`src/sv/lira_pkg.sv`:
```
// ----------------------------------------------------------------------------
// lira_pkg
// Shared types, constants and helpers of the line-interleaved RGB to pixel
// assembler.
// ----------------------------------------------------------------------------
package lira_pkg;

  // Default line store depth (pixels)
  localparam int MAX_WIDTH_DEF = 8192;

  // Configuration register widths and reset values
  localparam int LW_W = 14;
  localparam int IH_W = 16;
  localparam int CFG_DATA_W = 16;
  localparam logic [LW_W-1:0] LINE_WIDTH_RST   = 14'd8192;
  localparam logic [IH_W-1:0] IMAGE_HEIGHT_RST = 16'hFFFF;

  // Configuration register indexes
  localparam logic REG_LINE_WIDTH   = 1'b0;
  localparam logic REG_IMAGE_HEIGHT = 1'b1;

  // Stream field widths
  localparam int SAMPLE_W = 8;
  localparam int ROW_NUM_W = 18;
  localparam int COL_W = 13;
  localparam int OUT_ROW_W = 16;
  localparam int IN_DATA_W = 32;
  localparam int OUT_DATA_W = 56;

  // Input opcodes
  localparam logic OP_SAMPLE = 1'b0;
  localparam logic OP_FILL   = 1'b1;

  // Colour channels
  localparam logic [1:0] CH_RED   = 2'd0;
  localparam logic [1:0] CH_GREEN = 2'd1;
  localparam logic [1:0] CH_BLUE  = 2'd2;

  // White fill value
  localparam logic [SAMPLE_W-1:0] WHITE = 8'd255;

  // Depth of the queue between front and back
  localparam int QUEUE_DEPTH = 2;

  // Command kinds handed from front to back
  localparam logic [1:0] KIND_WR_RED   = 2'd0;
  localparam logic [1:0] KIND_WR_GREEN = 2'd1;
  localparam logic [1:0] KIND_PIXEL    = 2'd2;
  localparam logic [1:0] KIND_FILL     = 2'd3;

  // Command fields (the column travels beside it, its width follows the depth)
  typedef struct packed {
    logic [1:0]           kind;
    logic                 line_end;
    logic [OUT_ROW_W-1:0] out_row;
    logic [SAMPLE_W-1:0]  sample;
  } cmd_t;

  // Row number modulo 3: base-4 digits each weigh 1 mod 3
  function automatic logic [1:0] mod3(input logic [ROW_NUM_W-1:0] x);
    logic [4:0] s1;
    logic [2:0] s2;
    logic [2:0] s3;
    logic [1:0] r;
    s1 = '0;
    for (int i = 0; i < ROW_NUM_W / 2; i++) begin
      s1 = s1 + {3'b000, x[2*i +: 2]};
    end
    s2 = {1'b0, s1[1:0]} + {1'b0, s1[3:2]} + {2'b00, s1[4]};
    s3 = {1'b0, s2[1:0]} + {2'b00, s2[2]};
    if (s3 >= 3'd3) begin
      r = 2'(s3 - 3'd3);
    end else begin
      r = s3[1:0];
    end
    return r;
  endfunction

endpackage

```
`src/sv/lira_front.sv`:
```
// ----------------------------------------------------------------------------
// lira_front
// Accepts beats, holds configuration and position state, classifies each
// beat into a store write, a pixel or a fill command for the back end.
// ----------------------------------------------------------------------------
module lira_front #(
  parameter int MAX_WIDTH = lira_pkg::MAX_WIDTH_DEF,
  localparam int AW = $clog2(MAX_WIDTH)
) (
  input  logic                                clk,
  input  logic                                rst_n,
  input  logic                                cfg_we,
  input  logic                                cfg_index,
  input  logic [lira_pkg::CFG_DATA_W-1:0]     cfg_data,
  input  logic                                in_tvalid,
  output logic                                in_tready,
  input  logic [lira_pkg::IN_DATA_W-1:0]      in_tdata,
  input  logic                                in_tuser,
  input  logic                                clearing,
  input  logic                                q_full,
  output logic                                q_push,
  output lira_pkg::cmd_t                      push_cmd,
  output logic [AW-1:0]                       push_col
);

  logic [lira_pkg::LW_W-1:0]      lw_r;
  logic [lira_pkg::IH_W-1:0]      ih_r;
  logic [AW-1:0]                  row_pos_r, row_pos_nxt;
  logic [AW-1:0]                  fill_pos_r, fill_pos_nxt;
  logic [lira_pkg::OUT_ROW_W-1:0] lines_done_r, lines_done_nxt;

  logic [AW-1:0]                  eff_m1;
  logic [AW-1:0]                  rpos, fpos;
  logic                           r_end, f_end;
  logic [1:0]                     channel;
  logic                           accept;
  logic                           image_open;
  logic                           opcode;
  logic [lira_pkg::SAMPLE_W-1:0]  sample;
  logic [lira_pkg::ROW_NUM_W-1:0] row_number;
  logic                           mirror;

  // Beat fields: sample, row_number, mirror from bit 0 up; opcode in tuser
  assign opcode     = in_tuser;
  assign sample     = in_tdata[7:0];
  assign row_number = in_tdata[25:8];
  assign mirror     = in_tdata[26];

  assign in_tready  = !clearing && !q_full;
  assign accept     = in_tvalid && in_tready;
  assign image_open = lines_done_r < ih_r;

  // Last position of a line; width 0 acts as 1, above the depth acts as depth
  always_comb begin
    if (lw_r == '0) begin
      eff_m1 = '0;
    end else if (32'(lw_r) > 32'(MAX_WIDTH)) begin
      eff_m1 = AW'(MAX_WIDTH - 1);
    end else begin
      eff_m1 = AW'(lw_r - 14'd1);
    end
  end

  // Positions restart when the width was lowered below them
  assign rpos    = (row_pos_r > eff_m1) ? '0 : row_pos_r;
  assign fpos    = (fill_pos_r > eff_m1) ? '0 : fill_pos_r;
  assign r_end   = rpos == eff_m1;
  assign f_end   = fpos == eff_m1;
  assign channel = lira_pkg::mod3(row_number);

  // Classification and position update
  always_comb begin
    q_push           = 1'b0;
    push_cmd.kind    = lira_pkg::KIND_FILL;
    push_cmd.line_end = 1'b0;
    push_cmd.out_row = lines_done_r;
    push_cmd.sample  = sample;
    push_col         = rpos;
    row_pos_nxt      = row_pos_r;
    fill_pos_nxt     = fill_pos_r;
    lines_done_nxt   = lines_done_r;
    if (accept) begin
      if (opcode == lira_pkg::OP_FILL) begin
        push_col          = fpos;
        push_cmd.line_end = f_end;
        if (image_open) begin
          q_push       = 1'b1;
          fill_pos_nxt = f_end ? '0 : fpos + 1'b1;
          if (f_end) begin
            lines_done_nxt = lines_done_r + 1'b1;
          end
        end
      end else begin
        push_col          = mirror ? eff_m1 - rpos : rpos;
        push_cmd.line_end = r_end;
        row_pos_nxt       = r_end ? '0 : rpos + 1'b1;
        case (channel)
          lira_pkg::CH_RED: begin
            q_push        = 1'b1;
            push_cmd.kind = lira_pkg::KIND_WR_RED;
          end
          lira_pkg::CH_GREEN: begin
            q_push        = 1'b1;
            push_cmd.kind = lira_pkg::KIND_WR_GREEN;
          end
          default: begin
            push_cmd.kind = lira_pkg::KIND_PIXEL;
            if (image_open) begin
              q_push = 1'b1;
              if (r_end) begin
                lines_done_nxt = lines_done_r + 1'b1;
              end
            end
          end
        endcase
      end
    end
  end

  // Configuration registers
  always_ff @(posedge clk) begin
    if (!rst_n) begin
      lw_r <= lira_pkg::LINE_WIDTH_RST;
      ih_r <= lira_pkg::IMAGE_HEIGHT_RST;
    end else if (cfg_we) begin
      case (cfg_index)
        lira_pkg::REG_LINE_WIDTH:   lw_r <= cfg_data[lira_pkg::LW_W-1:0];
        lira_pkg::REG_IMAGE_HEIGHT: ih_r <= cfg_data[lira_pkg::IH_W-1:0];
        default: ;
      endcase
    end
  end

  // Position and line counters
  always_ff @(posedge clk) begin
    if (!rst_n) begin
      row_pos_r    <= '0;
      fill_pos_r   <= '0;
      lines_done_r <= '0;
    end else begin
      row_pos_r    <= row_pos_nxt;
      fill_pos_r   <= fill_pos_nxt;
      lines_done_r <= lines_done_nxt;
    end
  end

endmodule

```
`config.mk`:
```
export PLATFORM = sky130hd
export DESIGN_NAME = lira_front
export DESIGN_NICKNAME = d
export VERILOG_FILES = /design/src/sv/lira_pkg.sv /design/src/sv/lira_front.sv
export SDC_FILE = /design/constraint.sdc
export NUM_CORES = 1
export LEC_CHECK = 0
export ABC_AREA = 1
export CORE_UTILIZATION = 65
export DETAILED_ROUTE_END_ITERATION = 6
export DONT_BUFFER_PORTS = 1
export GPL_TIMING_DRIVEN = 0
export PLACE_DENSITY_LB_ADDON = 0.05
export SYNTH_ARGS = -nofsm -noshare
export SYNTH_HDL_FRONTEND = slang
export SYNTH_SLANG_ARGS = --single-unit
```
`constraint.sdc`:
```
create_clock -name clk -period 12.9 [get_ports clk]
set_clock_uncertainty 0.1 [all_clocks]
set_input_delay 2.58 -clock clk [delete_from_list [all_inputs] [get_ports clk]]
set_output_delay 2.58 -clock clk [all_outputs]
set_load 0.05 [all_outputs]
```
# Yosys cells after proc, flatten, opt, wreduce, memory -nomap -nowiden
# Cells that the tools add are included.
# word_totals
wordCells	71
output_inout_bits	42
input_bits	56
reg_bits	72
# classes
eq_ne	5
magnitude_cmp	5
n_addsub	17
n_mux	24
n_bitwise	2
reduce_logical	13
# ops
operator	count
13-bit two-way mux	9
16-bit two-way mux	6
13-bit by 1-bit adder with 13-bit output (second input constant)	2
13-bit == test	2
13-bit greater-than comparator	2
5-bit by 2-bit adder with 5-bit output	5
16-bit by 1-bit adder with 16-bit output (second input constant)	1
16-bit less-than comparator	1
14-bit greater-than comparator (second input constant)	1
14-bit logical NOT	1
13-bit by 1-bit subtractor with 13-bit output (second input constant)	1
13-bit subtractor	1
2-bit by 2-bit adder with 3-bit output	2
2-bit AND reduction	3
4-bit by 2-bit adder with 5-bit output	1
1-bit two-way mux	5
5-bit AND reduction	1
3-bit by 2-bit adder with 4-bit output	1
2-bit two-way mux	2
2-bit by 1-bit != test with 1-bit output (second input constant)	2
2-bit one-hot mux with 2 select lines	1
2-bit by 1-bit adder with 3-bit output	1
3-bit by 1-bit adder with 3-bit output	1
3-bit by 2-bit greater-or-equal comparator with 1-bit output (second input constant)	1
other kinds (10)	13

# Logic depth before layout (Yosys ltp)
# depth
depth_word	18
mapped_depth	33
depth_no_buf	31

# Worst setup path before layout
# Ideal clock, no wire load.
# synth_path
kind	input to output
startpoint	in in_tdata[9] in the netlist's numbering
endpoint	out q_push
n_path_buf	0
arrival_ns	8.232
stages	19
setup_slack_ns	1.988
t_required_ns	10.220
path_cell_list	fa_1 inv_1 fa_1 fa_1 inv_1 fa_1 fa_1 xnor2_1 fa_1 inv_1 fa_1 ha_1 ha_1 a211o_1 nor2_1 a21oi_1 nor2_1 nand2_1 o21ai_0
# synth_via
elab_chain_len	18
word_cells_on_any_way	20
# synth_rtl
element	line	source
start, declared	lira_front.sv:17	input logic [lira_pkg::IN_DATA_W-1:0] in_tdata,
2-bit by 2-bit adder with 3-bit output *	lira_pkg.sv:67	s1 = s1 + {3'b000, x[2*i +: 2]};
3-bit by 2-bit adder with 4-bit output *	lira_pkg.sv:67	
4-bit by 2-bit adder with 5-bit output *	lira_pkg.sv:67	
5-bit by 2-bit adder with 5-bit output * (5 in a row)	lira_pkg.sv:67	
2-bit by 2-bit adder with 3-bit output	lira_pkg.sv:69	s2 = {1'b0, s1[1:0]} + {1'b0, s1[3:2]} + {2'b00, s1[4]};
3-bit by 1-bit adder with 3-bit output *	lira_pkg.sv:69	
2-bit by 1-bit adder with 3-bit output *	lira_pkg.sv:70	s3 = {1'b0, s2[1:0]} + {2'b00, s2[2]};
3-bit by 2-bit greater-or-equal comparator with 1-bit output / 2-bit subtractor (equally long branches)	lira_pkg.sv:71, lira_pkg.sv:72	
2-bit two-way mux *	lira_pkg.sv:71	if (s3 >= 3'd3) begin
2-bit by 1-bit == test with 1-bit output / 2-bit logical NOT (equally long branches)	lira_front.sv:97	case (channel)
2-bit OR reduction (no line) *	-	
1-bit two-way mux *	lira_front.sv:97	
1-bit two-way mux *	lira_front.sv:83	if (opcode == lira_pkg::OP_FILL) begin
1-bit two-way mux *	lira_front.sv:82	if (accept) begin
end, declared	lira_front.sv:21	output logic q_push,
# Every way passes the cells marked *; elsewhere a longest branch is shown, timed or not.

# Final worst setup path
# layout_path
startpoint	in in_tdata[8] in the netlist's numbering
endpoint	out q_push
# Same word-level chain as after synthesis.

==> reports/results.txt <==
Power Dens Cells: 187.0 nW/um2
First-pass GRT wire length: 30.39 mm
TritonCTS Buffers: 9
Worst Path Required: 10220 ps
ANT cells: 0
Slowest stage delay, CP: 670 ps
Worst hold path cell count: 2
Antenna violations before repair: 0
H-tree levels: 3
R2r worst-path depth: 31
Post-synthesis cell count: 1048
Flop pwr share: 17.3%
Final setup viols: 0
Pint: 0.6425 mW
Status: finished clean
Count leader, synth: nand2_1
Net Count, Synth: 1184
Clock share of power: 16.6%
HP Start: lw_r[1]
Synth warn: 0
Crit path DAT: 8440 ps
Gr busiest metal: met2
Die area: 10930 um2
Psw: 0.7140 mW
EDFF count, synth: 0
DRC violations left: 0
Startpoint class of the critical path: input port
Routed WL: 18.53 mm
Max-slew violation count: 0
Post-synth top area cell: dfxtp_1
Clock slew at reported path FFs: 80 ps
Hold slack: 377.0 ps
Number of global-route vias before repair: 6393
Worst reg-to-reg setup slack: 7130 ps
RSZ-0062 raised after global routing: no
Ranking of synthesized cells by area: dfxtp_1 21%, nand2_1 13%, ha_1 12%, inv_1 8.7%, nand3_1 6.0%
Largest net degree at the start of global routing: 13
I/O pins: 98
Die span in y: 104.6 um
Tcrit/Tclk final: 86.22%
Sequence of cells on the critical path: fa_1 > inv_1 > fa_1 > fa_1 > fa_1 > fa_1 > inv_1 > fa_1 > xnor2_1 > fa_1 > inv_1 > fa_1 > ha_1 > ha_1 > a211o_1 > nor2_1 > a21oi_1 > nor2_1 > nand2_1 > o21ai_1
Slowest CP cell: o21ai_1
Switching Share: 52.64%
Seq/Total Area, Yosys: 21.08%
Hold path endpoint: lw_r[1]
Detailed placement HPWL: 14.89 mm
GR Layer Usage met1: 43.48%
Post-CTS setup buffer count: 0
DP Area: 7008 um2
CTS tree: done
Core area: 10280 um2
Peak VDD IR: 0.0005253 V
Setup_tns: 0 ps
# port buffers: 0
Final ANT Viol Nets: 0
Fraction of layout instances using a drive strength above 1: 6.861%
Nets: 1195
Routed length per instance: 15.44 um
CP Capture Type: primary output
Final Hold Vio Count: 0
FF-to-FF End: lines_done_r[10]
Initial Util: 66.53%
Async set-or-reset flop fraction in the synthesized netlist: 0%
Cell Rows: 37
GR Layer Usage met3: 5.552%
Crit Path Class: in2out
GP Congestion: 0.9613
Via count: 6875
CTS hold repair buffers: 0
CP dominant cell by count: fa_1
Final design utilization: 70.57%
Cell family with most CP delay: adder cells
Combinational Power Share: 66.1%
Final Cell Area: 7253 um2
HP Class: reg2reg
Post-synth top area share: 21.08%
Clock Sinks: 72
Seq cells post-synth: 72
Max Root-Sink Buffers: 2
CTS resizes: 0
Worst Tran Pin Value: 1436 ps
Fmax: 0.08990 GHz
Library cells used by synthesis: 42
Root Buffer: clkbuf_8
Mapped Area: 6838 um2
Max-Cap Viols: 0
1st-iter DRT viols: 432
Synth cell count leaders: 241 x nand2_1, 159 x inv_1, 82 x nand3_1, 78 x a21oi_1, 78 x nor2_1
Skew-Pair Late Insertion Delay: 360 ps
Die W: 104.6 um
Leak Pwr: 3.435 nW
Final Total Pwr: 1.357 mW
Area Growth Syn to Fin: 6.075%
Dominant synthesized flop cell: dfxtp_1
Critical R2R Launch: lw_r[0]
Mapped Avg Cell Area: 6.525 um2
All-Layer GR Usage: 34.78%
Worst Path Buf+Inv: 3
Relative slew slack: 5.968%
Worst-path maximum fanout: 3
Vias per Instance: 5.729
Met2 Track Usage GR: 58.89%
Final min period: 11120 ps
1st-pass router iterations: 5
Grt total ovfl: 0
-- how the worst max path moves through the flow --
stage | startpoint | endpoint | slack (ps) | cells after the start
floorplan | in_tdata[9] | q_push | 1990 | 19
global placement | in_tdata[9] | q_push | 1810 | 19
detailed placement | in_tdata[8] | q_push | 1740 | 20
CTS | in_tdata[8] | q_push | 1740 | 20
global route | in_tdata[8] | q_push | 1470 | 20
finish | in_tdata[8] | q_push | 1780 | 20
-- cell type report --
type                            instances  area (um2)
Clock buffer                           11       141.4
Multi-Input combinational cell        764        4521
Buffer                                 42       237.7
Sequential cell                        72        1441
Fill cell                             919        3024
Tap cell                              136       170.2
Inverter                              170       638.1
Clock inverter                          5       103.9
-- logic make-up (layout without fill, tap and decap cells) --
logic type	count (synthesis)	count (layout)	synth area share [%]
buffers and inverters	212	228	12.81
adder cells (fa/ha/maj)	80	80	16.40
XOR/XNOR	20	20	2.562
flip-flops	72	72	21.08
AO/OA/AOI/OAI	176	176	14.84
AND/OR/NAND/NOR	488	488	32.31
-- worst register-to-register path, delay by kind of cell, from the launching register on --
kind	cells	cell delay, ps
simple gates	19	2860
buf+inv	6	1170
fa+ha+maj	3	1000
flops	1	330
compound gates	3	230
-- layout by cell type, fill, tap and decap left out, types with 3 or more instances in the layout --
master	count
a211oi_1	3
a21oi_1	78
a31oi_1	3
buf_2	4
buf_4	10
bufinv_16	3
clkbuf_1	23
clkbuf_8	10
dfxtp_1	72
fa_1	16
ha_1	64
inv_1	159
inv_2	10
nand2_1	241
nand2_2	10
nand2_4	3
nand3_1	82
nand3_2	5
nand4_1	33
nor2_1	78
nor2_2	3
nor2_4	4
nor3_1	19
nor4_1	4
o211ai_1	23
o21ai_0	47
o21ai_1	3
o221ai_1	13
xnor2_1	7
xor2_1	13
-- layer usage --
layer | routed length (um) | vias to the layer above | share of wire [%]
li1 | - | 3478 | -
met1 | 8005 | 3115 | 43
met4 | 609 | 0 | 3.3
met2 | 8808 | 246 | 48
met5 | 0 | - | 0
met3 | 1109 | 36 | 6.0
-- registers in the layout, indices dropped and copies added, names as in the netlist --
| signal | cells |
|---|---|
| fill_pos_r | 13 |
| ih_r | 16 |
| lines_done_r | 16 |
| lw_r | 14 |
| row_pos_r | 13 |
-- stage by stage --
stage               instances  setup slack [ps]
floorplan                1048              1988
global placement         1184              1812
detailed placement       1184              1740
CTS                      1200              1741
global route             1200              1471
finish                   1200              1777
-- power groups by stage --
stage	Sequential, mW	Combinational, mW	Clock (mW)
2_1_floorplan	0.239	0.710	0
3_3_place_gp	0.240	0.872	0
3_5_place_dp	0.240	0.879	0
4_1_cts	0.235	0.883	0.224
5_1_grt	0.236	1.02	0.236
6_report	0.235	0.897	0.225
Note: power is estimated with default switching activity, not from simulation.
