File: src/sv/lira_pkg.sv
// ----------------------------------------------------------------------------
// lira_pkg
// Shared types, constants and helpers of the line-interleaved RGB to pixel
// assembler.
// ----------------------------------------------------------------------------
package lira_pkg;

  // Default line store depth (pixels)
  localparam int MAX_WIDTH_DEF = 8192;

  // Configuration register widths and reset values
  localparam int LW_W = 14;
  localparam int IH_W = 16;
  localparam int CFG_DATA_W = 16;
  localparam logic [LW_W-1:0] LINE_WIDTH_RST   = 14'd8192;
  localparam logic [IH_W-1:0] IMAGE_HEIGHT_RST = 16'hFFFF;

  // Configuration register indexes
  localparam logic REG_LINE_WIDTH   = 1'b0;
  localparam logic REG_IMAGE_HEIGHT = 1'b1;

  // Stream field widths
  localparam int SAMPLE_W = 8;
  localparam int ROW_NUM_W = 18;
  localparam int COL_W = 13;
  localparam int OUT_ROW_W = 16;
  localparam int IN_DATA_W = 32;
  localparam int OUT_DATA_W = 56;

  // Input opcodes
  localparam logic OP_SAMPLE = 1'b0;
  localparam logic OP_FILL   = 1'b1;

  // Colour channels
  localparam logic [1:0] CH_RED   = 2'd0;
  localparam logic [1:0] CH_GREEN = 2'd1;
  localparam logic [1:0] CH_BLUE  = 2'd2;

  // White fill value
  localparam logic [SAMPLE_W-1:0] WHITE = 8'd255;

  // Depth of the queue between front and back
  localparam int QUEUE_DEPTH = 2;

  // Command kinds handed from front to back
  localparam logic [1:0] KIND_WR_RED   = 2'd0;
  localparam logic [1:0] KIND_WR_GREEN = 2'd1;
  localparam logic [1:0] KIND_PIXEL    = 2'd2;
  localparam logic [1:0] KIND_FILL     = 2'd3;

  // Command fields (the column travels beside it, its width follows the depth)
  typedef struct packed {
    logic [1:0]           kind;
    logic                 line_end;
    logic [OUT_ROW_W-1:0] out_row;
    logic [SAMPLE_W-1:0]  sample;
  } cmd_t;

  // Row number modulo 3: base-4 digits each weigh 1 mod 3
  function automatic logic [1:0] mod3(input logic [ROW_NUM_W-1:0] x);
    logic [4:0] s1;
    logic [2:0] s2;
    logic [2:0] s3;
    logic [1:0] r;
    s1 = '0;
    for (int i = 0; i < ROW_NUM_W / 2; i++) begin
      s1 = s1 + {3'b000, x[2*i +: 2]};
    end
    s2 = {1'b0, s1[1:0]} + {1'b0, s1[3:2]} + {2'b00, s1[4]};
    s3 = {1'b0, s2[1:0]} + {2'b00, s2[2]};
    if (s3 >= 3'd3) begin
      r = 2'(s3 - 3'd3);
    end else begin
      r = s3[1:0];
    end
    return r;
  endfunction

endpackage

File: src/sv/lira_queue.sv
// ----------------------------------------------------------------------------
// lira_queue
// Small register FIFO between the front and the back end.
// ----------------------------------------------------------------------------
module lira_queue #(
  parameter int WIDTH = 8,
  parameter int DEPTH = lira_pkg::QUEUE_DEPTH
) (
  input  logic             clk,
  input  logic             rst_n,
  input  logic             push,
  input  logic [WIDTH-1:0] push_data,
  input  logic             pop,
  output logic [WIDTH-1:0] head_data,
  output logic             q_vld,
  output logic             q_full
);

  localparam int PW = (DEPTH > 1) ? $clog2(DEPTH) : 1;
  localparam int CW = $clog2(DEPTH + 1);

  logic [WIDTH-1:0] slot_r [DEPTH];
  logic [PW-1:0]    wr_ptr_r, wr_ptr_nxt;
  logic [PW-1:0]    rd_ptr_r, rd_ptr_nxt;
  logic [CW-1:0]    count_r, count_nxt;

  assign q_vld     = count_r != '0;
  assign q_full    = count_r == CW'(DEPTH);
  assign head_data = slot_r[rd_ptr_r];

  // Pointer and fill count update
  always_comb begin
    wr_ptr_nxt = wr_ptr_r;
    rd_ptr_nxt = rd_ptr_r;
    count_nxt  = count_r;
    if (push) begin
      wr_ptr_nxt = (wr_ptr_r == PW'(DEPTH - 1)) ? '0 : wr_ptr_r + 1'b1;
    end
    if (pop) begin
      rd_ptr_nxt = (rd_ptr_r == PW'(DEPTH - 1)) ? '0 : rd_ptr_r + 1'b1;
    end
    if (push && !pop) begin
      count_nxt = count_r + 1'b1;
    end else if (pop && !push) begin
      count_nxt = count_r - 1'b1;
    end
  end

  always_ff @(posedge clk) begin
    if (!rst_n) begin
      wr_ptr_r <= '0;
      rd_ptr_r <= '0;
      count_r  <= '0;
    end else begin
      wr_ptr_r <= wr_ptr_nxt;
      rd_ptr_r <= rd_ptr_nxt;
      count_r  <= count_nxt;
    end
  end

  // Slot storage
  always_ff @(posedge clk) begin
    if (push) begin
      slot_r[wr_ptr_r] <= push_data;
    end
  end

endmodule

File: config.mk
export PLATFORM = sky130hd
export DESIGN_NAME = lira_queue
export DESIGN_NICKNAME = d
export VERILOG_FILES = /design/src/sv/lira_pkg.sv /design/src/sv/lira_queue.sv
export SDC_FILE = /design/constraint.sdc
export NUM_CORES = 1
export LEC_CHECK = 0
export ABC_CLOCK_PERIOD_IN_PS = 1750
export BUFFER_PORTS_ARGS = -buffer_cell sky130_fd_sc_hd__buf_2
export CAP_MARGIN = 20
export CORE_MARGIN = 5
export CORE_UTILIZATION = 42
export DETAILED_ROUTE_END_ITERATION = 10
export PLACE_DENSITY = 0.72
export SLEW_MARGIN = 40
export SYNTH_ARGS = -nofsm -noshare
export SYNTH_HDL_FRONTEND = slang
export SYNTH_SLANG_ARGS = --single-unit
File: constraint.sdc
create_clock -name clk -period 1.75 [get_ports clk]
set_input_delay 0.175 -clock clk [delete_from_list [all_inputs] [get_ports clk]]
set_output_delay 0.175 -clock clk [all_outputs]
set_load 0.05 [all_outputs]
After elaboration in Yosys (flattened, before gate mapping)
Memory sizes are Yosys's and may differ from the RTL's. A register that Yosys moved wholly into a read port is not among the register bits.
Index checks and enable logic that the tools add are counted.
{ "totals": {"latchBits": 0, "inputBits": 12, "ramBits": 16, "word_cells": 23, "regBits": 4, "mem_bits_ro": 0, "memories": 1, "out_inout_bits": 10} }
{ "memory_table": {"columns": ["name", "depth", "width", "rd", "rd_clocked_by_memory_dff", "wr", "line_no", "source"], "rows": [
  ["slot_r", 2, 8, 1, 1, 1, "lira_queue.sv:22", "logic [WIDTH-1:0] slot_r [DEPTH];"]
]} }
{ "op_classes": {"n_mul": 0, "n_mux": 8, "div": 0, "addsub": 4, "order_cmp": 0, "shifts": 0, "reduce_logical": 6, "eq_ne": 1, "n_bitwise": 0} }
{ "op_table": {"columns": ["op", "count"], "rows": [
  ["2-to-1 mux 1 bit", 6],
  ["2-to-1 mux 2 bit", 2],
  ["nonzero test 2 bit", 2],
  ["adder 1 bit (second input constant)", 2],
  ["adder 2 x 1 -> 2 bit (second input constant)", 1],
  ["equality test 2 bit (second input constant)", 1],
  ["logical AND 1 bit", 2],
  ["logical NOT 1 bit", 2],
  ["subtractor 2 x 1 -> 2 bit (second input constant)", 1]
]} }

Depth between registers and ports, before layout
Gate-level depths: netlist (run 1).
{ "depth": {"depth_word": 4, "ltp_mapped": 5, "ltp_nobuf": 5} }

Least setup slack after synthesis (run 1)
No wires, ideal clock.
{ "synth_timing": {"kind": "register to register", "startpoint": "register wr_ptr_r", "endpoint": "memory slot_r[0][0] (enable)", "path_slack_ns": 0.646, "setup_ns": 0.375, "period_less_slack_ns": 1.104, "t_required_ns": 1.375, "n_path_buf": 0, "arrival_time_ns": 0.730, "stages_incl_launch_ff": 2, "path_cell_list": "dfxtp_1 nor2b_1"} }
{ "synth_rtl": {"columns": ["item", "line_no", "source"], "rows": [
  ["start: declaration", "lira_queue.sv:23", "logic [PW-1:0] wr_ptr_r, wr_ptr_nxt;"],
  ["start signal: assignment", "lira_queue.sv:55", "wr_ptr_r <= wr_ptr_nxt;"],
  ["end: declaration", "lira_queue.sv:22", null]
]} }
No word-level cell before the write port.

==> results.md, run 1 <==
- The CTS buffer count is 3.
- The post-synthesis sequential element count is 21.
- For this design the static power due to leakage is 0.386 nW.
- TritonCTS built the clock tree.
- Dividing the synthesized area by the synthesized cell count gives 17.0 µm².
- In the final routed layout, each cell accounts on average for between 10 and 15 µm.
- At the pin with the least slew margin, the transition time is 406 ps.
- The type of element launching the critical path is a flop.
- The overall via count from detail_route is 433.
- The part of the cycle the worst path needs is 90.7%.
- The type of the worst min-delay path is in -> reg.
- Prior to clock tree synthesis, the placed netlist has a worst setup slack of 459 ps.
- The floorplan step defined a die boundary enclosing roughly 2900 µm².
- The number of antenna diodes in the final layout is 0.
- The slack of the critical path is around 160 ps.
- Counting instances, the worst hold path has a depth of 1.
- The critical path is of the reg -> out type.
- Counting every sink on the clock net gives 21.
- The number of H-tree levels is 1.
- The largest driver fanout on the critical path is 8.
- IR analysis of the VDD net gives a maximum drop of 0.500 mV.
- The headroom to the max-slew limit is ~73%.
- The first detailed-routing pass took 3 iterations.
- The net count of the finished layout is 86.
- The count of buffers inserted at the top-level ports is 21.
- The post-cts resize count is 0.
- The max-capacitance violation count is 0.
- The proportion of layout cells with a drive suffix above 1 is 48.6%.
- The Yosys step of the flow raised 0 warnings.
- Global routing used 8.79% of the available tracks across all layers.
- The first global-routing pass estimated 1730 µm of wire.
- In this run the cell area of the synthesized design comes to 797 µm².
- The number of nets in the synthesized netlist is 60.
- The final critical-path required period is 1590 ps.
- At the worst endpoint, the required time is roughly 1600 ps.
- The final-report setup violation count is 0.
- The highest clock rate is between 0.6 and 0.7 GHz.
- The share of synthesized area occupied by flip-flops and latches is 72.8%.
- The post-CTS setup repair buffer count is 0.
- The final number of hold-violating endpoints is 0.
- The number of fillers in the final layout is between 150 and 200.
- The share of synthesized registers carrying an async set or reset is 0%.
- For this design, the CTS-stage hold fixing added 0 buffers.
- The deepest clock path buffer count is 2.
- The post-layout instance area is 962 µm².
- The startpoint identified for the worst register-to-register timing path is wr_ptr_r$_SDFFE_PN0P_.
- The post-synthesis to final-layout area growth is 20.7%.
- The count of standard-cell rows is 15.
- The insertion delay to the later sink of the worst-skew pair is approximately 290 ps.
- Setup repair after global routing left no endpoint under its margin.
- Across the routed clock network, the largest skew measured is 1.73 ps.
- The placed instances occupy a cell area of 936 µm².
- Data arrives at the worst endpoint at 1410 ps.
- The flow ran to the end, and the final reports show no timing, DRC or antenna violations.
- The number of cells traversed by the worst register-to-register path is 2.
- The number of global-route vias before repair came to 445.
- The number of synthesized flops with an enable pin is 16.
- Entering global routing, the biggest net connects 12 pins.
- The synthesized netlist contains 16 unique library cells.
- The routed wire length is 1140 µm.
- Routability-driven placement finished with a final weighted congestion of roughly 0.65.
- The die is 53.6 µm wide.
- The number of antenna violations at the first check in global routing is 0.
- The top-level I/O count is 22.
- Hold is met by 64.1 ps.
- CTS placed an instance of sky130_fd_sc_hd__clkbuf_4 at the clock tree root.
- The count of pins over their slew limit is 0.
- The clock input transition at the sequential cells of the worst setup and hold paths is about 100 ps.
- The sum of negative setup slack is 0 ps.
- The final antenna-violating net count is 0.
- Synthesis produced a netlist whose cell count is 47.
- The most used flip-flop cell after synthesis is sky130_fd_sc_hd__edfxtp_1.
- The total core area is 1760 µm².
- From bottom edge to top edge, the die measures 53.6 µm.
- Once the floorplan was initialized, standard cells occupied 45.2% of the core.
- In the routed design, unresolved DRC markers number 0.
- Summed over all layers, the global routing overflow is 0.
- After the first detailed-routing iteration, the DRC count stood at 4.
- The area occupied by multi-input gates is 208 µm².
- The ratio of routed vias to standard cells is 4.46.
- The worst hold path begins at push_data[4].
- The power density over the cells is 1060 nW/µm².
- The worst setup path is captured at an output pin.
- Summing all flip-flop and latch instances after layout gives roughly 580 µm².
## synthesized netlist by cell type, types with 2 or more instances
cell	number	share of area [%]
sky130_fd_sc_hd__dfxtp_1	5	13
sky130_fd_sc_hd__nor2b_1	2	1.6
sky130_fd_sc_hd__xor2_1	2	2.2
sky130_fd_sc_hd__edfxtp_1	16	60
sky130_fd_sc_hd__mux2_2	8	11
sky130_fd_sc_hd__and2_1	4	3.1
## metrics by stage
step	util, %	instances	total power, mW
6_report	54.5	97	1.02
5_1_grt	54.5	97	1.08
4_1_cts	54.5	97	1.03
3_5_place_dp	53.0	93	0.817
3_3_place_gp	53.0	93	0.813
2_1_floorplan	-	47	0.765
## path summary, 6_finish.rpt
| path | end | slack, ps |
|---|---|---|
| max | head_data[0] | 160 |
| min | slot_r[1][4]$_DFFE_PP_ | 60 |
| max reg2reg | slot_r[0][2]$_DFFE_PP_ | 670 |
| min reg2reg | count_r[1]$_SDFFE_PN0P_ | 500 |
## area by class of cell
class | instances | share of cell area [%]
multi-input combinational | 24 | 21.6
inverter | 1 | 0.390
sequential | 21 | 60.3
tap | 25 | 3.25
timing repair buffer | 22 | 11.7
clock buffer | 4 | 2.73
## power breakdown
part	internal [mW]	switching, mW	total, mW
Clock	0.0886	0.131	0.219
Sequential	0.570	0.0185	0.589
Combinational	0.0731	0.140	0.213
## cell families (layout without fill, tap and decap cells)
group	after synthesis	after routing	synth area share, %
adder cells (fa/ha/maj)	1	1	1.57
multiplexers	8	8	11.3
buffers and inverters	2	27	1.10
flip-flops	21	21	72.8
AND/OR/NAND/NOR	9	9	7.38
XOR/XNOR	3	3	3.30
AO/OA/AOI/OAI	3	3	2.51
## flip-flops by register name, summed over array words and instances, names as in the netlist, named ones only
| register | flops |
|---|---|
| slot_r | 16 |
| count_r | 2 |
| rd_ptr_r | 1 |
| wr_ptr_r | 1 |
## per-layer routing
layer | global-route usage (%) | vias up | routed length [µm]
met5 | 0 | - | 0
met4 | 5.11 | 0 | 12
met3 | 2.77 | 2 | 78
met2 | 15.1 | 14 | 552
met1 | 9.45 | 198 | 497
li1 | - | 219 | -
## worst max-delay path, cell delays in order, from the launching register on
cell and delay, ps:
sky130_fd_sc_hd__dfxtp_1 540, sky130_fd_sc_hd__mux2_2 370, sky130_fd_sc_hd__buf_2 210
## cells in the final DEF (no fill, tap or decap), drive strengths merged, types with 2 or more instances in the layout
| cell | count |
|---|---|
| edfxtp | 16 |
| and2 | 4 |
| buf | 22 |
| clkbuf | 4 |
| xor2 | 2 |
| nor2b | 2 |
| mux2 | 8 |
| dfxtp | 5 |
No activity file was read; power rests on OpenSTA's default activity.
==> inputs of run 2 (changes only) <==
PLACE_DENSITY = 0.74   (was 0.72)
==> run 2 against run 1 <==
Against the previous run: critical path depth did not move; routed wire length fell by 1.1%; sequential share of layout area did not move; clock skew barely moved; critical path type unchanged; largest cell class unchanged.
==> results.md, run 2 (same netlist as run 1, synthesis figures left out) <==
- Outcome: complete, no violations (unchanged).
- The required time reported for the critical path endpoint is 1570 ps (about the same).
- The number of hold-repair buffers added at the cts stage is 0 (unchanged).
- The count of placed standard cells in the final layout, fillers left out is 97 (unchanged).
- The setup skew after layout is 1.31 ps (was 1.73 ps).
- The overall overflow remaining after global route is 0 (unchanged).
- The maximum number of pins on one net before global-route repair was 12 (unchanged).
- The type of the worst min-delay path is in -> reg (unchanged).
- The count of antenna diodes in the layout is 0 (unchanged).
- The sum of negative setup slack was 0 ps (unchanged).
- The top layer used by detailed routing is met4 (unchanged).
- The relative contribution of sequential cells to total power is 57.7% (about the same).
- The proportion of layout cells with a drive suffix above 1 was 48.6% (unchanged).
- The relative contribution of combinational cells to total power came to 21.0% (was 20.9%).
- The routed wire length came to 1130 µm (was 1140 µm).
- The final critical-path required period was 1580 ps (was 1590 ps).
- The final hold slack is 64.5 ps (was 64.1 ps).
- Unrepaired setup endpoints after global routing: no (unchanged).
- The sequential standard cell area was 581 µm² (unchanged).
- The number of H-tree levels is 1 (unchanged).
- The post-synthesis to final-layout area growth came to 20.7% (unchanged).
- The initial core utilization is 45.2% (unchanged).
- The CTS tree is built (unchanged).
- The clock group share of total power came to 21.3% (was 21.5%).
- The total track usage came to 8.97% (was 8.79%).
- The highest clock rate was 0.633 GHz (was 0.630 GHz).
- The critical hold path startpoint is push_data[6] (was push_data[4]).
- The area of the die is 2870 µm² (unchanged).
- The count of pins over their slew limit is 0 (unchanged).
- The insertion delay to the later sink of the worst-skew pair came to 290 ps (about the same).
- The width of the die came to 53.6 µm (unchanged).
- The headroom to the max-slew limit is 74.9% (was 72.9%).
- Largest registers ranked by flip-flop count: slot_r x16, count_r x2 (unchanged).
- The clock input transition at the sequential cells of the worst setup and hold paths is 100 ps (about the same).
- The type of element launching the critical path was a flop (unchanged).
- The power density over the cells is 1060 nW/µm² (about the same).
- The net switching fraction of the power was 28.3% (about the same).
- The CTS buffer count is 3 (unchanged).
- The final-report setup violation count is 0 (unchanged).
- The post-CTS setup repair buffer count came to 0 (unchanged).
- The power dissipated by switching net loads is 0.289 mW (about the same).
- The count of buffers inserted at the top-level ports came to 21 (unchanged).
- The slack of the worst reg-to-reg path is 710 ps (was 670 ps).
- The met3 wirelength from detailed routing was 88 µm (was 78 µm).
- The kind of critical path was reg -> out (unchanged).
- The final standard cell utilization of the core is 54.5% (unchanged).
- The number of cells traversed by the worst register-to-register path was 1 (was 2).
- The number of flip-flops under the largest register name was 16 (unchanged).
- The leakage power came to 0.386 nW (unchanged).
- The DRC violation count after routing is 0 (unchanged).
- The DRC marker count from the first detailed-route iteration is 3 (was 4).
- The net count of the finished layout is 86 (unchanged).
- The ratio of routed vias to standard cells came to 4.59 (was 4.46).
- The final number of hold-violating endpoints is 0 (unchanged).
- The detailed-routing iteration count for the pre-antenna-repair pass is 2 (was 3).
- The top-level I/O count is 22 (unchanged).
- The number of antenna violations at the first check in global routing is 0 (unchanged).
- The pin slew with the least headroom to its limit is 377 ps (was 406 ps).
- The register bank with the most flops is slot_r (unchanged).
- The routed length per instance is 11.6 µm (was 11.8 µm).
- The count of standard-cell rows is 15 (unchanged).
- The overall die height is 53.6 µm (unchanged).
- The largest driver fanout on the critical path came to 8 (unchanged).
- The wire length of the first global-routing pass came to 1740 µm (was 1730 µm).
- Top library cells by usage in the layout, fill and taps aside: sky130_fd_sc_hd__buf_2, sky130_fd_sc_hd__edfxtp_1, sky130_fd_sc_hd__mux2_2, sky130_fd_sc_hd__dfxtp_1, sky130_fd_sc_hd__and2_1 (unchanged).
- The source of the worst register-to-register timing path is wr_ptr_r$_SDFFE_PN0P_ (unchanged).
- The final antenna-violating net count was 0 (unchanged).
- The met1 layer wirelength in the final routing was 450 µm (was 497 µm).
- The last weighted congestion value of the routability-driven placer is 0.614 (was 0.648).
- The overall via count from detail_route came to 445 (was 433).
- The element type at the critical path end was an output pin (unchanged).
- The post-cts resize count was 0 (unchanged).
- The cell at the root of the clock tree is sky130_fd_sc_hd__clkbuf_4 (unchanged).
- The maximum vdd ir drop is 0.416 mV (was 0.500 mV).
- The endpoint with the worst hold slack is slot_r[1][6]$_DFFE_PP_ (was slot_r[1][4]$_DFFE_PP_).
- The wire-length estimate of the detail-placed layout is 877 µm.
- The most frequent standard cell in the layout excluding fill and tap cells is sky130_fd_sc_hd__buf_2 (unchanged).
- The number of global-route vias before repair is 415 (was 445).
- The part of the cycle the worst path needs is 90.3% (was 90.7%).
- The max-capacitance violation count came to 0 (unchanged).
- The count of placed standard cells including taps is 93 (unchanged).
- The capture instance of the worst register-to-register path is slot_r[1][5]$_DFFE_PP_ (was slot_r[0][2]$_DFFE_PP_).
- The area occupied by multi-input gates is 208 µm² (unchanged).
- The critical path data arrival time is 1410 ps (about the same).
- The total core area was 1760 µm² (unchanged).
- The number of fillers in the final layout is 164 (was 165).
- The deepest clock path buffer count is 2 (unchanged).
- The number of instances on the worst hold path is 1 (unchanged).
- The clock net sink count is 21 (unchanged).
- The internal portion of total power came to 0.732 mW (about the same).
- The routed wire length on met2 is 567 µm (was 552 µm).
## run 2: area by class of cell
class                           instances  share of cell area (%)
Clock buffer                            4                    2.73
Timing Repair Buffer                   22                    11.7
Tap cell                               25                    3.25
Inverter                                1                   0.390
Multi-Input combinational cell         24                    21.6
Sequential cell                        21                    60.3
## run 2: worst max-delay path by stage
stage	endpoint	slack, ps
2_1_floorplan	slot_r[0][0]$_DFFE_PP_	650
3_3_place_gp	head_data[0]	470
3_5_place_dp	head_data[2]	480
4_1_cts	head_data[0]	130
5_1_grt	head_data[0]	80
6_report	head_data[0]	170
## run 2: metal layers
layer  global-route usage (%)  up-vias
met1                     9.46      208
met5                        0        -
met4                     5.11        0
met2                     15.5       14
met3                     3.05        2
li1                         -      221
## run 2: worst max-delay path, cell delays in order (launching register included)
cell and delay (ps):
sky130_fd_sc_hd__dfxtp_1 530, sky130_fd_sc_hd__mux2_2 380, sky130_fd_sc_hd__buf_2 210
## run 2: metrics by stage
stage / total power [mW] / worst slack (ps) / instance area (µm²)
final: 1.02 / 170 / 962
after global routing: 1.07 / 76.4 / 962
after CTS: 1.03 / 131 / 962
after detailed placement: 0.817 / 476 / 936
after global placement: 0.813 / 474 / 936
after floorplan: 0.765 / 646 / 797
## run 2: power by group through the flow
stage / combinational (mW) / sequential (mW) / clock (mW)
after floorplan: 0.173 / 0.591 / 0
after CTS: 0.216 / 0.590 / 0.226
final: 0.214 / 0.589 / 0.218
after detailed placement: 0.216 / 0.601 / 0
after global routing: 0.229 / 0.593 / 0.244
after global placement: 0.213 / 0.600 / 0
==> inputs of run 3 (changes only) <==
CORE_MARGIN = 4   (was 5)
CTS_BUF_LIST = sky130_fd_sc_hd__clkbuf_4 sky130_fd_sc_hd__clkbuf_8   (was not set)
HOLD_SLACK_MARGIN = 0.15   (was not set)
==> run 3 against run 2 <==
Against the previous run: sequential share of layout area down 5.4 points; critical path depth unchanged; flip-flop and latch count is the same; routed wire length increased by 15%; non-clock buffer count up 9; die area decreased by 7.3%; first-iteration DRC count increased by 130%; final cell count grew 9.3%; via count increased by 8.3%; design area increased by 9.8%; clock skew grew 0.64 ps; worst hold slack gained 160 ps; highest routed layer unchanged.
==> results.md, run 3 (same netlist as run 1, synthesis figures left out) <==
- The proportion of layout cells with a drive suffix above 1 is 44.4% (was 48.6%).
- The count of standard-cell rows is 15 (unchanged).
- The clock net sink count came to 21 (unchanged).
- The width of the die came to 51.6 µm (was 53.6 µm).
- The post-synthesis to final-layout area growth came to 32.5% (was 20.7%).
- The last weighted congestion value of the routability-driven placer is 0.609 (was 0.614).
- The register bank with the most flops is slot_r (unchanged).
- The overall via count from detail_route came to 482 (was 445).
- The total core area is 1760 µm² (unchanged).
- The headroom to the max-slew limit is 75.6% (was 74.9%).
- The critical path data arrival time is 1430 ps (was 1410 ps).
- The type of the worst min-delay path was in -> reg (unchanged).
- The DRC violation count after routing was 0 (unchanged).
- The count of placed standard cells including taps was 93 (unchanged).
- The final-report setup violation count is 0 (unchanged).
- The sum of negative setup slack was 0 ps (unchanged).
- The largest driver fanout on the critical path is 8 (unchanged).
- The count of buffers inserted at the top-level ports is 21 (unchanged).
- The post-cts resize count is 0 (unchanged).
- The detailed-routing iteration count for the pre-antenna-repair pass is 4 (was 2).
- Largest registers ranked by flip-flop count: slot_r x16, count_r x2 (unchanged).
- The area of the die is 2660 µm² (was 2870 µm²).
- The number of H-tree levels is 1 (unchanged).
- The DRC marker count from the first detailed-route iteration was 7 (was 3).
- The wire length of the first global-routing pass came to 2180 µm (was 1740 µm).
- The number of flip-flops under the largest register name came to 16 (unchanged).
- The overall overflow remaining after global route was 0 (unchanged).
- The count of pins over their slew limit was 0 (unchanged).
- The maximum number of pins on one net before global-route repair came to 12 (unchanged).
- The count of antenna diodes in the layout is 0 (unchanged).
- The CTS buffer count is 3 (unchanged).
- The insertion delay to the later sink of the worst-skew pair is 300 ps (was 290 ps).
- The total track usage is 11.3% (was 8.97%).
- The number of global-route vias before repair is 508 (was 415).
- Top library cells by usage in the layout, fill and taps aside: sky130_fd_sc_hd__buf_2, sky130_fd_sc_hd__edfxtp_1, sky130_fd_sc_hd__dlygate4sd3_1, sky130_fd_sc_hd__mux2_2, sky130_fd_sc_hd__dfxtp_1 (was sky130_fd_sc_hd__buf_2, sky130_fd_sc_hd__edfxtp_1, sky130_fd_sc_hd__mux2_2, sky130_fd_sc_hd__dfxtp_1, sky130_fd_sc_hd__and2_1).
- The final antenna-violating net count came to 0 (unchanged).
- The power density over the cells was 1010 nW/µm² (was 1060 nW/µm²).
- The count of placed standard cells in the final layout, fillers left out is 106 (was 97).
- The final number of hold-violating endpoints was 0 (unchanged).
- Unrepaired setup endpoints after global routing: no (unchanged).
- The leakage power came to 0.427 nW (was 0.386 nW).
- The part of the cycle the worst path needs is 91.6% (was 90.3%).
- The most frequent standard cell in the layout excluding fill and tap cells is sky130_fd_sc_hd__buf_2 (unchanged).
- The highest clock rate came to 0.624 GHz (was 0.633 GHz).
- The overall die height is 51.6 µm (was 53.6 µm).
- The ratio of routed vias to standard cells was 4.55 (was 4.59).
- The number of antenna violations at the first check in global routing was 0 (unchanged).
- The required time reported for the critical path endpoint is 1570 ps (about the same).
- The cell at the root of the clock tree is sky130_fd_sc_hd__clkbuf_4 (unchanged).
- The kind of critical path is reg -> out (unchanged).
- The top-level I/O count was 22 (unchanged).
- The maximum vdd ir drop is 0.650 mV (was 0.416 mV).
- The final critical-path required period is 1600 ps (was 1580 ps).
- The setup skew after layout came to 1.95 ps (was 1.31 ps).
- The post-CTS setup repair buffer count is 0 (unchanged).
- The net count of the finished layout was 95 (was 86).
- The clock input transition at the sequential cells of the worst setup and hold paths is 110 ps (was 100 ps).
- The type of element launching the critical path is a flop (unchanged).
- The routed wire length is 1300 µm (was 1130 µm).
- The pin slew with the least headroom to its limit is 366 ps (was 377 ps).
- The CTS tree is built (unchanged).
- The initial core utilization came to 45.2% (unchanged).
- The max-capacitance violation count is 0 (unchanged).
- The routed length per instance came to 12.3 µm (was 11.6 µm).
- The deepest clock path buffer count came to 2 (unchanged).
- Outcome: complete, no violations (unchanged).
- The element type at the critical path end was an output pin (unchanged).
-- run 3: path summary, 6_finish.rpt --
check             cells after the start                     from  slack (ps)                       to
hold reg to reg                       2  count_r[1]$_SDFFE_PN0P_         510  count_r[1]$_SDFFE_PN0P_
hold / removal                        3                      pop         220    rd_ptr_r$_SDFFE_PN0P_
setup / recovery                      2                     flop         150             head_data[6]
setup reg to reg                      1    wr_ptr_r$_SDFFE_PN0P_         710   slot_r[1][3]$_DFFE_PP_
-- run 3: through the flow --
stage / instance area, µm² / hold WS [ps] / util, % / power [mW] / setup slack (ps)
after floorplan: 797 / 274 / - / 0.765 / 646
after global placement: 936 / 364 / 53.0 / 0.813 / 473
after detailed placement: 936 / 367 / 53.0 / 0.817 / 466
after CTS: 1060 / 216 / 59.9 / 1.07 / 132
after global routing: 1060 / 211 / 59.9 / 1.12 / 71.7
final: 1060 / 221 / 59.9 / 1.06 / 148
-- run 3: timing repair --
action                                  CTS  global route
endpoints found under the hold margin    20             0
endpoints found under the setup margin    0             0
hold buffers                              9             0
-- run 3: final cells by class --
cell class,instances,area (µm²)
timing repair buffer,31,203
tap,25,31.3
fill,156,708
clock buffer,4,30.0
sequential,21,581
inverter,1,3.75
multi-input combinational,24,208
-- run 3: metal layers --
layer  wire [µm]  up-vias  share of wire [%]  global-route usage [%]
li1            -      238                  -                       -
met2         683       12                 52                    19.5
met1         561      230                 43                    12.7
met3          40        2                3.1                    2.58
met4          16        0                1.2                    6.55
met5           0        -                  0                       0
-- run 3: critical path, cell delays in order (launching register included) --
cell                      delay (ps)
sky130_fd_sc_hd__dfxtp_1         540
sky130_fd_sc_hd__mux2_2          380
sky130_fd_sc_hd__buf_2           210
-- run 3: power by group --
| part | switching, mW | internal (mW) |
|---|---|---|
| clock network | 0.139 | 0.104 |
| logic | 0.144 | 0.0863 |
| registers | 0.0190 | 0.570 |
